[src/rtl/cnv_pkg.sv]
// Shared constants for the class name validator.
`default_nettype none

package cnv_pkg;

    // Configuration register indexes
    localparam logic CFG_DESCRIPTOR_MODE = 1'b0;
    localparam logic CFG_SLASH_SEPARATOR = 1'b1;

    // Register reset values
    localparam logic DESCRIPTOR_MODE_RST = 1'b0;
    localparam logic SLASH_SEPARATOR_RST = 1'b1;

    // Array depth limit and the saturation point of the bracket counter
    localparam int unsigned MAX_DIMS     = 255;
    localparam int unsigned BRACKET_SAT  = MAX_DIMS + 1;
    localparam int unsigned BRACKET_W    = $clog2(BRACKET_SAT + 1);

    // Byte codes
    localparam logic [7:0] CH_NUL   = 8'h00;
    localparam logic [7:0] CH_OPEN  = 8'h5b; // '['
    localparam logic [7:0] CH_SEMI  = 8'h3b; // ';'
    localparam logic [7:0] CH_SLASH = 8'h2f;
    localparam logic [7:0] CH_DOT   = 8'h2e;
    localparam logic [7:0] CH_B     = 8'h42;
    localparam logic [7:0] CH_C     = 8'h43;
    localparam logic [7:0] CH_D     = 8'h44;
    localparam logic [7:0] CH_F     = 8'h46;
    localparam logic [7:0] CH_I     = 8'h49;
    localparam logic [7:0] CH_J     = 8'h4a;
    localparam logic [7:0] CH_S     = 8'h53;
    localparam logic [7:0] CH_Z     = 8'h5a;
    localparam logic [7:0] CH_V     = 8'h56;
    localparam logic [7:0] CH_L     = 8'h4c;

    // Valid ASCII bytes in a name body, indexed by the byte value
    localparam logic [127:0] ASCII_OK = {32'h07fffffe, 32'h87fffffe,
                                         32'h03ff2010, 32'h00000000};

    // Decoded unit limits
    localparam logic [15:0] LATIN1_MAX  = 16'h00a0;
    localparam logic [15:0] TRAIL_LO    = 16'hdc00;
    localparam logic [15:0] TRAIL_HI    = 16'hdfff;
    localparam logic [5:0]  LEAD_SURR   = 6'b110110; // d800..dbff
    localparam logic [5:0]  TRAIL_SURR  = 6'b110111; // dc00..dfff

    // Rejected 8-unit blocks: spaces, line separators and specials
    localparam logic [15:0] BLK_SPACE0  = 16'h2000;
    localparam logic [15:0] BLK_SPACE1  = 16'h2008;
    localparam logic [15:0] BLK_LINESEP = 16'h2028;
    localparam logic [15:0] BLK_SPEC0   = 16'hfff0;
    localparam logic [15:0] BLK_SPEC1   = 16'hfff8;

endpackage

`default_nettype wire

[src/rtl/class_name_validator_unit.sv]
// Streaming class name / type descriptor validator, top level.
//
//  channel | dir | handshake        | payload
//  --------+-----+------------------+----------------------------
//  s_      | in  | s_valid/s_ready  | s_name_byte[7:0]
//  m_      | out | m_valid/m_ready  | m_name_valid
//  cfg_    | in  | cfg_wr_en        | cfg_index, cfg_wdata
//
// One byte per cycle while s_ready is high: the parse state updates in the cycle of the transfer.
// A zero byte loads the result register; its flag shows the next cycle.
// s_ready drops only while a result sits in the output register unaccepted.
// Reset (aresetn low, synchronous) clears the parse state but the partial unit,
// clears the output valid flag and sets the configuration registers to their defaults.
`default_nettype none

module class_name_validator_unit (
    input  wire logic       aclk,
    input  wire logic       aresetn,
    input  wire logic       s_valid,
    output logic            s_ready,
    input  wire logic [7:0] s_name_byte,
    output logic            m_valid,
    input  wire logic       m_ready,
    output logic            m_name_valid,
    input  wire logic       cfg_wr_en,
    input  wire logic       cfg_index,
    input  wire logic       cfg_wdata
);

    typedef enum logic [2:0] {
        PH_START,
        PH_BRACKETS,
        PH_BODY_NAME,
        PH_BODY_DESC,
        PH_END
    } phase_t;

    localparam int unsigned CW = cnv_pkg::BRACKET_W;

    phase_t          phase_reg, phase_next;
    logic [CW-1:0]   cnt_reg, cnt_next;
    logic            ce_reg, ce_next;       // current component still empty
    logic [1:0]      pend_reg, pend_next;   // continuation bytes still due
    logic [15:0]     part_reg, part_next;
    logic            trail_reg, trail_next; // low surrogate must follow
    logic            failed_reg, failed_next;
    logic            desc_mode_reg, desc_mode_next;
    logic            slash_reg, slash_next;
    logic            m_valid_reg, m_valid_next;
    logic            m_name_valid_reg, m_name_valid_next;

    logic            accept;
    logic            name_done;
    logic            name_ok;
    logic            do_body;
    logic            do_check;
    logic [15:0]     unit;
    logic [12:0]     blk;
    logic [7:0]      sep;
    logic [7:0]      b;

    assign b         = s_name_byte;
    assign s_ready   = !m_valid_reg || m_ready;
    assign accept    = s_valid && s_ready;
    assign name_done = accept && (b == cnv_pkg::CH_NUL);
    assign sep       = slash_reg ? cnv_pkg::CH_SLASH : cnv_pkg::CH_DOT;
    assign blk       = unit[15:3];

    assign name_ok = !failed_reg && (pend_reg == 2'd0) && !trail_reg &&
                     ((phase_reg == PH_END) ||
                      ((phase_reg == PH_BODY_NAME) && !ce_reg));

    always_comb begin
        phase_next  = phase_reg;
        cnt_next    = cnt_reg;
        ce_next     = ce_reg;
        pend_next   = pend_reg;
        part_next   = part_reg;
        trail_next  = trail_reg;
        failed_next = failed_reg;
        do_body     = 1'b0;
        do_check    = 1'b0;
        unit        = 16'h0000;

        if (accept) begin
            if (name_done) begin
                phase_next  = PH_START;
                cnt_next    = '0;
                ce_next     = 1'b1;
                pend_next   = 2'd0;
                part_next   = 16'h0000;
                trail_next  = 1'b0;
                failed_next = 1'b0;
            end else if (!failed_reg) begin
                case (phase_reg)
                    PH_START, PH_BRACKETS: begin
                        if (b == cnv_pkg::CH_OPEN) begin
                            if (cnt_reg < CW'(cnv_pkg::BRACKET_SAT)) begin
                                cnt_next = cnt_reg + CW'(1);
                            end
                            phase_next = PH_BRACKETS;
                            if (cnt_next > CW'(cnv_pkg::MAX_DIMS)) begin
                                failed_next = 1'b1;
                            end
                        end else if (phase_reg == PH_BRACKETS || desc_mode_reg) begin
                            case (b)
                                cnv_pkg::CH_B, cnv_pkg::CH_C, cnv_pkg::CH_D,
                                cnv_pkg::CH_F, cnv_pkg::CH_I, cnv_pkg::CH_J,
                                cnv_pkg::CH_S, cnv_pkg::CH_Z: begin
                                    phase_next = PH_END;
                                end
                                cnv_pkg::CH_V: begin
                                    // void only as a bare type
                                    if (cnt_reg == '0) begin
                                        phase_next = PH_END;
                                    end else begin
                                        failed_next = 1'b1;
                                    end
                                end
                                cnv_pkg::CH_L: begin
                                    phase_next = PH_BODY_DESC;
                                    ce_next    = 1'b1;
                                end
                                default: begin
                                    failed_next = 1'b1;
                                end
                            endcase
                        end else begin
                            phase_next = PH_BODY_NAME;
                            ce_next    = 1'b1;
                            do_body    = 1'b1;
                        end
                    end
                    PH_BODY_NAME, PH_BODY_DESC: begin
                        do_body = 1'b1;
                    end
                    default: begin
                        // anything after the end of the type
                        failed_next = 1'b1;
                    end
                endcase
            end
        end

        if (do_body) begin
            if (pend_reg != 2'd0) begin
                part_next = {part_reg[9:0], b[5:0]};
                pend_next = pend_reg - 2'd1;
                if (pend_reg == 2'd1) begin
                    do_check = 1'b1;
                    unit     = part_next;
                end
            end else if (b[7]) begin
                if (!b[5]) begin
                    part_next = {11'h000, b[4:0]};
                    pend_next = 2'd1;
                end else begin
                    part_next = {12'h000, b[3:0]};
                    pend_next = 2'd2;
                end
            end else if (trail_reg) begin
                do_check = 1'b1;
                unit     = {8'h00, b};
            end else if (b == cnv_pkg::CH_SEMI) begin
                if (phase_reg == PH_BODY_DESC && !ce_next) begin
                    phase_next = PH_END;
                end else begin
                    failed_next = 1'b1;
                end
            end else if (b == cnv_pkg::CH_SLASH || b == cnv_pkg::CH_DOT) begin
                if (b != sep || ce_next) begin
                    failed_next = 1'b1;
                end else begin
                    ce_next = 1'b1;
                end
            end else if (cnv_pkg::ASCII_OK[b[6:0]]) begin
                ce_next = 1'b0;
            end else begin
                failed_next = 1'b1;
            end
        end

        if (do_check) begin
            if (trail_reg) begin
                trail_next = 1'b0;
                if (unit >= cnv_pkg::TRAIL_LO && unit <= cnv_pkg::TRAIL_HI) begin
                    ce_next = 1'b0;
                end else begin
                    failed_next = 1'b1;
                end
            end else if (unit[15:8] == 8'h00) begin
                if (unit > cnv_pkg::LATIN1_MAX) begin
                    ce_next = 1'b0;
                end else begin
                    failed_next = 1'b1;
                end
            end else if (unit[15:10] == cnv_pkg::LEAD_SURR) begin
                trail_next = 1'b1;
            end else if (unit[15:10] == cnv_pkg::TRAIL_SURR) begin
                failed_next = 1'b1;
            end else if (blk == cnv_pkg::BLK_SPACE0[15:3] ||
                         blk == cnv_pkg::BLK_SPACE1[15:3] ||
                         blk == cnv_pkg::BLK_LINESEP[15:3] ||
                         blk == cnv_pkg::BLK_SPEC0[15:3] ||
                         blk == cnv_pkg::BLK_SPEC1[15:3]) begin
                failed_next = 1'b1;
            end else begin
                ce_next = 1'b0;
            end
        end
    end

    always_comb begin
        desc_mode_next = desc_mode_reg;
        slash_next     = slash_reg;
        if (cfg_wr_en) begin
            case (cfg_index)
                cnv_pkg::CFG_DESCRIPTOR_MODE: desc_mode_next = cfg_wdata;
                cnv_pkg::CFG_SLASH_SEPARATOR: slash_next     = cfg_wdata;
                default: begin
                    desc_mode_next = desc_mode_reg;
                end
            endcase
        end
    end

    always_comb begin
        m_valid_next      = m_valid_reg;
        m_name_valid_next = m_name_valid_reg;
        if (name_done) begin
            m_valid_next      = 1'b1;
            m_name_valid_next = name_ok;
        end else if (m_ready) begin
            m_valid_next = 1'b0;
        end
    end

    always_ff @(posedge aclk) begin
        if (!aresetn) begin
            phase_reg     <= PH_START;
            cnt_reg       <= '0;
            ce_reg        <= 1'b1;
            pend_reg      <= 2'd0;
            trail_reg     <= 1'b0;
            failed_reg    <= 1'b0;
            desc_mode_reg <= cnv_pkg::DESCRIPTOR_MODE_RST;
            slash_reg     <= cnv_pkg::SLASH_SEPARATOR_RST;
            m_valid_reg   <= 1'b0;
        end else begin
            phase_reg     <= phase_next;
            cnt_reg       <= cnt_next;
            ce_reg        <= ce_next;
            pend_reg      <= pend_next;
            trail_reg     <= trail_next;
            failed_reg    <= failed_next;
            desc_mode_reg <= desc_mode_next;
            slash_reg     <= slash_next;
            m_valid_reg   <= m_valid_next;
        end
    end

    always_ff @(posedge aclk) begin
        part_reg         <= part_next;
        m_name_valid_reg <= m_name_valid_next;
    end

    assign m_valid      = m_valid_reg;
    assign m_name_valid = m_name_valid_reg;

endmodule

`default_nettype wire

[config.mk]
export PLATFORM = sky130hd
export DESIGN_NAME = class_name_validator_unit
export DESIGN_NICKNAME = d
export VERILOG_FILES = /design/src/rtl/cnv_pkg.sv /design/src/rtl/class_name_validator_unit.sv
export SDC_FILE = /design/constraint.sdc
export NUM_CORES = 1
export LEC_CHECK = 0
export BUFFER_PORTS_ARGS = -buffer_cell sky130_fd_sc_hd__buf_2
export CORE_ASPECT_RATIO = 1.5
export CORE_UTILIZATION = 40
export DETAILED_ROUTE_END_ITERATION = 8
export GPL_ROUTABILITY_DRIVEN = 0
export PLACE_DENSITY_LB_ADDON = 0.15
export SLEW_MARGIN = 20
export SYNTH_ARGS = -nofsm -noshare
export SYNTH_HDL_FRONTEND = slang
export SYNTH_SLANG_ARGS = --single-unit
[constraint.sdc]
create_clock -name aclk -period 1.85 [get_ports aclk]
set_input_delay 0.185 -clock aclk [delete_from_list [all_inputs] [get_ports aclk]]
set_output_delay 0.185 -clock aclk [all_outputs]
set_load 0.01 [all_outputs]
==> impl_table.tex <==
\begin{tabular}{lr}
\hline
Metric & Value \\
\hline
\multicolumn{2}{l}{\textbf{Routing}} \\
\quad Overall via count from detail\_route & 2107 \\
\quad Drt drc & 0 \\
\quad Final WL & 5550 um \\
\quad Remaining antenna violation count after routing & 0 \\
\quad First-pass detailed-route iteration total & 4 \\
\quad Average wire length per cell after detail routing & 14.6 um \\
\quad DR iter-0 viols & 133 \\
\quad Via density & 5.53 \\
\multicolumn{2}{l}{\textbf{Synth}} \\
\quad Synth cell types & 61 \\
\quad Top cell types by occurrence after synthesis & dfxtp\_1, nor2\_1, nand2\_1 \\
\quad Flops \& latches, synth & 31 \\
\quad Most used DFF post-synth & dfxtp\_1 \\
\quad Top cell type by total area after synthesis & dfxtp\_1 \\
\quad Number of enable-type register cells in the synthesized netlist & 1 \\
\quad Dominant cells by area after synthesis & dfxtp\_1, nor2\_1, nand2\_1 \\
\quad Number of standard cells after synthesis & 254 \\
\quad Ys async rst share & 0\% \\
\quad Net count after synthesis & 271 \\
\quad Mapped Area & 2020 sq um \\
\quad Part of the Yosys area used for sequential elements & 31.2\% \\
\quad Most common cell in the netlist & dfxtp\_1 \\
\quad Warnings, synthesis & 0 \\
\quad Mean instance size in the synthesized netlist & 7.96 sq um \\
\quad Share of Yosys cell area claimed by the top area cell type & 29.7\% \\
\multicolumn{2}{l}{\textbf{Timing}} \\
\quad Number of endpoints with negative hold slack in the final report & 0 \\
\quad Relative max-transition margin & 72.4\% \\
\quad Max Transition Viols Final & 0 \\
\quad Final Critical Period & 1.74 ns \\
\quad Setup violations, final & 0 \\
\quad Fmax & 575 MHz \\
\quad Period utilisation layout & 93.9\% \\
\quad Post-Route Hold Slack & 0.148 ns \\
\quad Least-Margin Pin Slew & 0.409 ns \\
\quad Clk\_skew & 0.00950 ns \\
\multicolumn{2}{l}{\textbf{GRT}} \\
\quad Vias in the first global route & 2015 \\
\quad Maximum number of pins on one net before global-route repair & 15 \\
\quad GRT Resource Usage Total & 23.5\% \\
\quad Antenna violations before repair & 0 \\
\quad Wire length of the first global-routing pass & 9200 um \\
\quad Total overflow reported by the global router & 0 \\
\multicolumn{2}{l}{\textbf{Floorplan}} \\
\quad Num ports & 18 \\
\quad Total Die Area & 5350 sq um \\
\quad Die boundary height & 89.1 um \\
\quad Initial core utilization & 41.7\% \\
\quad Die Wd & 60.0 um \\
\quad Core box area & 4850 sq um \\
\quad Number of rows in the core area & 31 \\
\multicolumn{2}{l}{\textbf{Finish}} \\
\quad Flip-flop count of the largest register after layout & 10 \\
\quad Fraction of layout cells with a size suffix above 1 & 29.2\% \\
\quad Final std cell area, no fill & 2640 sq um \\
\quad Number of antenna diodes & 0 \\
\quad Number of nets in the final layout & 331 \\
\quad Syn-to-layout area delta & 30.5\% \\
\multicolumn{2}{l}{\textbf{Critical path}} \\
\quad Buffers plus inverters on the worst setup path & 2 \\
\quad Worst-path cell chain & inv\_1 -> ha\_1 -> nor4b\_2 -> a41oi\_1 -> a211oi\_1 -> buf\_4 -> nor4b\_4 -> o2111ai\_1 -> o211ai\_1 \\
\quad Maximum single-stage delay on the critical path & 0.31 ns \\
\quad Largest fanout on the critical path & 3 \\
\quad WP data required & 2.01 ns \\
\quad Kind of end point of the critical path & flip-flop \\
\quad Register-to-Register Setup Slack & 0.11 ns \\
\quad CP max-delay cell & dfxtp\_1 \\
\quad Worst setup path class & flip-flop to flip-flop \\
\quad CP delay by family, top & compound AO/OA/AOI/OAI gates \\
\quad Launching element type of the critical path & flip-flop \\
\quad Arrival time reported for the critical path endpoint & 1.90 ns \\
\multicolumn{2}{l}{\textbf{Clock network}} \\
\quad Insertion delay of the later-clocked pin in the worst-skew pair & 0.29 ns \\
\quad Cts hold-fix bufs & 0 \\
\quad Master cell of the clock root buffer & clkbuf\_8 \\
\quad Maximum clock insertion buffer count & 2 \\
\quad Clock input transition at the sequential cells of the worst setup and hold paths & 0.07 ns \\
\quad Number of clock sinks seen by CTS & 31 \\
\quad CTS buffer count & 5 \\
\quad H-Tree Level Count & 2 \\
\quad TritonCTS clock tree & built \\
\quad Count of buffers added by post-CTS timing repair for setup & 0 \\
\multicolumn{2}{l}{\textbf{Min path}} \\
\quad Path class of the lowest-slack min-delay path & primary input to flip-flop \\
\multicolumn{2}{l}{\textbf{Job}} \\
\quad Max Cap Viol & 0 \\
\multicolumn{2}{l}{\textbf{Power}} \\
\quad Power density of the placed cells & 654 nW/um\^{}2 \\
\quad Peak VDD IR & 0.000445 V \\
\quad Design Power & 0.00173 W \\
\quad Static Leak & 1.06 nW \\
\multicolumn{2}{l}{\textbf{Run status}} \\
\quad Run status & complete, no violations \\
\multicolumn{2}{l}{\textbf{Place}} \\
\quad Number of port buffers & 17 \\
\quad Post-Place Cell Area & 2500 sq um \\
\quad HPWL after detailed placement & 4390 um \\
\hline
\end{tabular}
final cells by class:
cell class | instances | area [sq um]
clock buffers | 8 | 100
fillers | 465 | 2210
flip-flops and latches | 31 | 631
well taps | 66 | 82.6
multi-input cells | 200 | 1330
inverters | 11 | 41.3
repair buffers | 65 | 458
report_power, final:
part / leakage [nW] / switching (W) / internal [W]
registers: 0.256 / 0.0000618 / 0.000725
logic: 0.749 / 0.000183 / 0.000165
clock network: 0.0515 / 0.000251 / 0.000339
total: 1.06 / 0.000496 / 0.00123
cell usage in the layout (no fill, tap or decap), drive strengths merged, types with 3 or more instances in the layout:
| master | instances |
|---|---|
| a21boi | 3 |
| a21oi | 10 |
| a22o | 5 |
| a31oi | 5 |
| buf | 65 |
| clkbuf | 8 |
| dfxtp | 30 |
| inv | 11 |
| nand2 | 22 |
| nand2b | 9 |
| nand3 | 11 |
| nand4 | 10 |
| nor2 | 25 |
| nor2b | 4 |
| nor3 | 12 |
| nor3b | 3 |
| nor4 | 9 |
| nor4b | 3 |
| o211ai | 4 |
| o21ai | 11 |
| o31ai | 3 |
| or2 | 3 |
| or4 | 3 |
| xnor2 | 4 |
| xor2 | 4 |
path summary, 6_finish.rpt:
| check | startpoint | end | cells after the start |
|---|---|---|---|
| max | cnt_reg[0]$_SDFFE_PN0P_ | failed_reg$_SDFF_PN0_ | 9 |
| min | cfg_wdata | slash_reg$_SDFFE_PN1P_ | 3 |
| max reg2reg | cnt_reg[0]$_SDFFE_PN0P_ | failed_reg$_SDFF_PN0_ | 9 |
| min reg2reg | slash_reg$_SDFFE_PN1P_ | slash_reg$_SDFFE_PN1P_ | 2 |
worst reg2reg max path, delay by kind of cell, from the launching register on:
family          cells  cell delay, ns
simple gates        2            0.24
fa+ha+maj           1            0.15
flops               1            0.31
compound gates      4            0.67
buf+inv             2            0.25
cells by family (layout without fill, tap and decap cells):
group                      after synthesis  in the layout  share of synthesized area (%)
and+or+nand+nor                        130            130                           37.6
DFF                                     31             31                           31.2
AOI/OAI and AO/OA                       58             58                           20.4
buffers and inverters                   23             84                           5.08
adders and majority gates                2              2                           1.24
xor gates and xnor gates                 8              8                           3.47
muxes                                    2              2                          0.991
metal layers:
metal | global-route usage (%) | wire [um] | vias to the layer above
met4 | 12.9 | 191 | 0
li1 | - | - | 1066
met3 | 3.62 | 151 | 13
met5 | 0 | 0 | -
met1 | 25.5 | 2280 | 985
met2 | 42.3 | 2930 | 43
per-stage QoR:
stage               TNS, ns  std cells  util [%]  setup WS [ns]
floorplan                 0        254         -         0.0106
global placement      -1.54        373      51.6         -0.123
detailed placement    -1.35        373      51.6         -0.115
CTS                       0        381      53.9         0.0410
global route        -0.0358        381      54.4        -0.0358
finish                    0        381      54.4          0.112
what timing repair did:
item | 4_1_cts | 5_1_grt
gates resized for setup | 2 | 5
endpoints found under the setup margin | 2 | 6
hold endpoints to repair | 0 | 0
pin swaps | 0 | 3
cloned | 0 | 0
(Power assumes the default switching activity.)
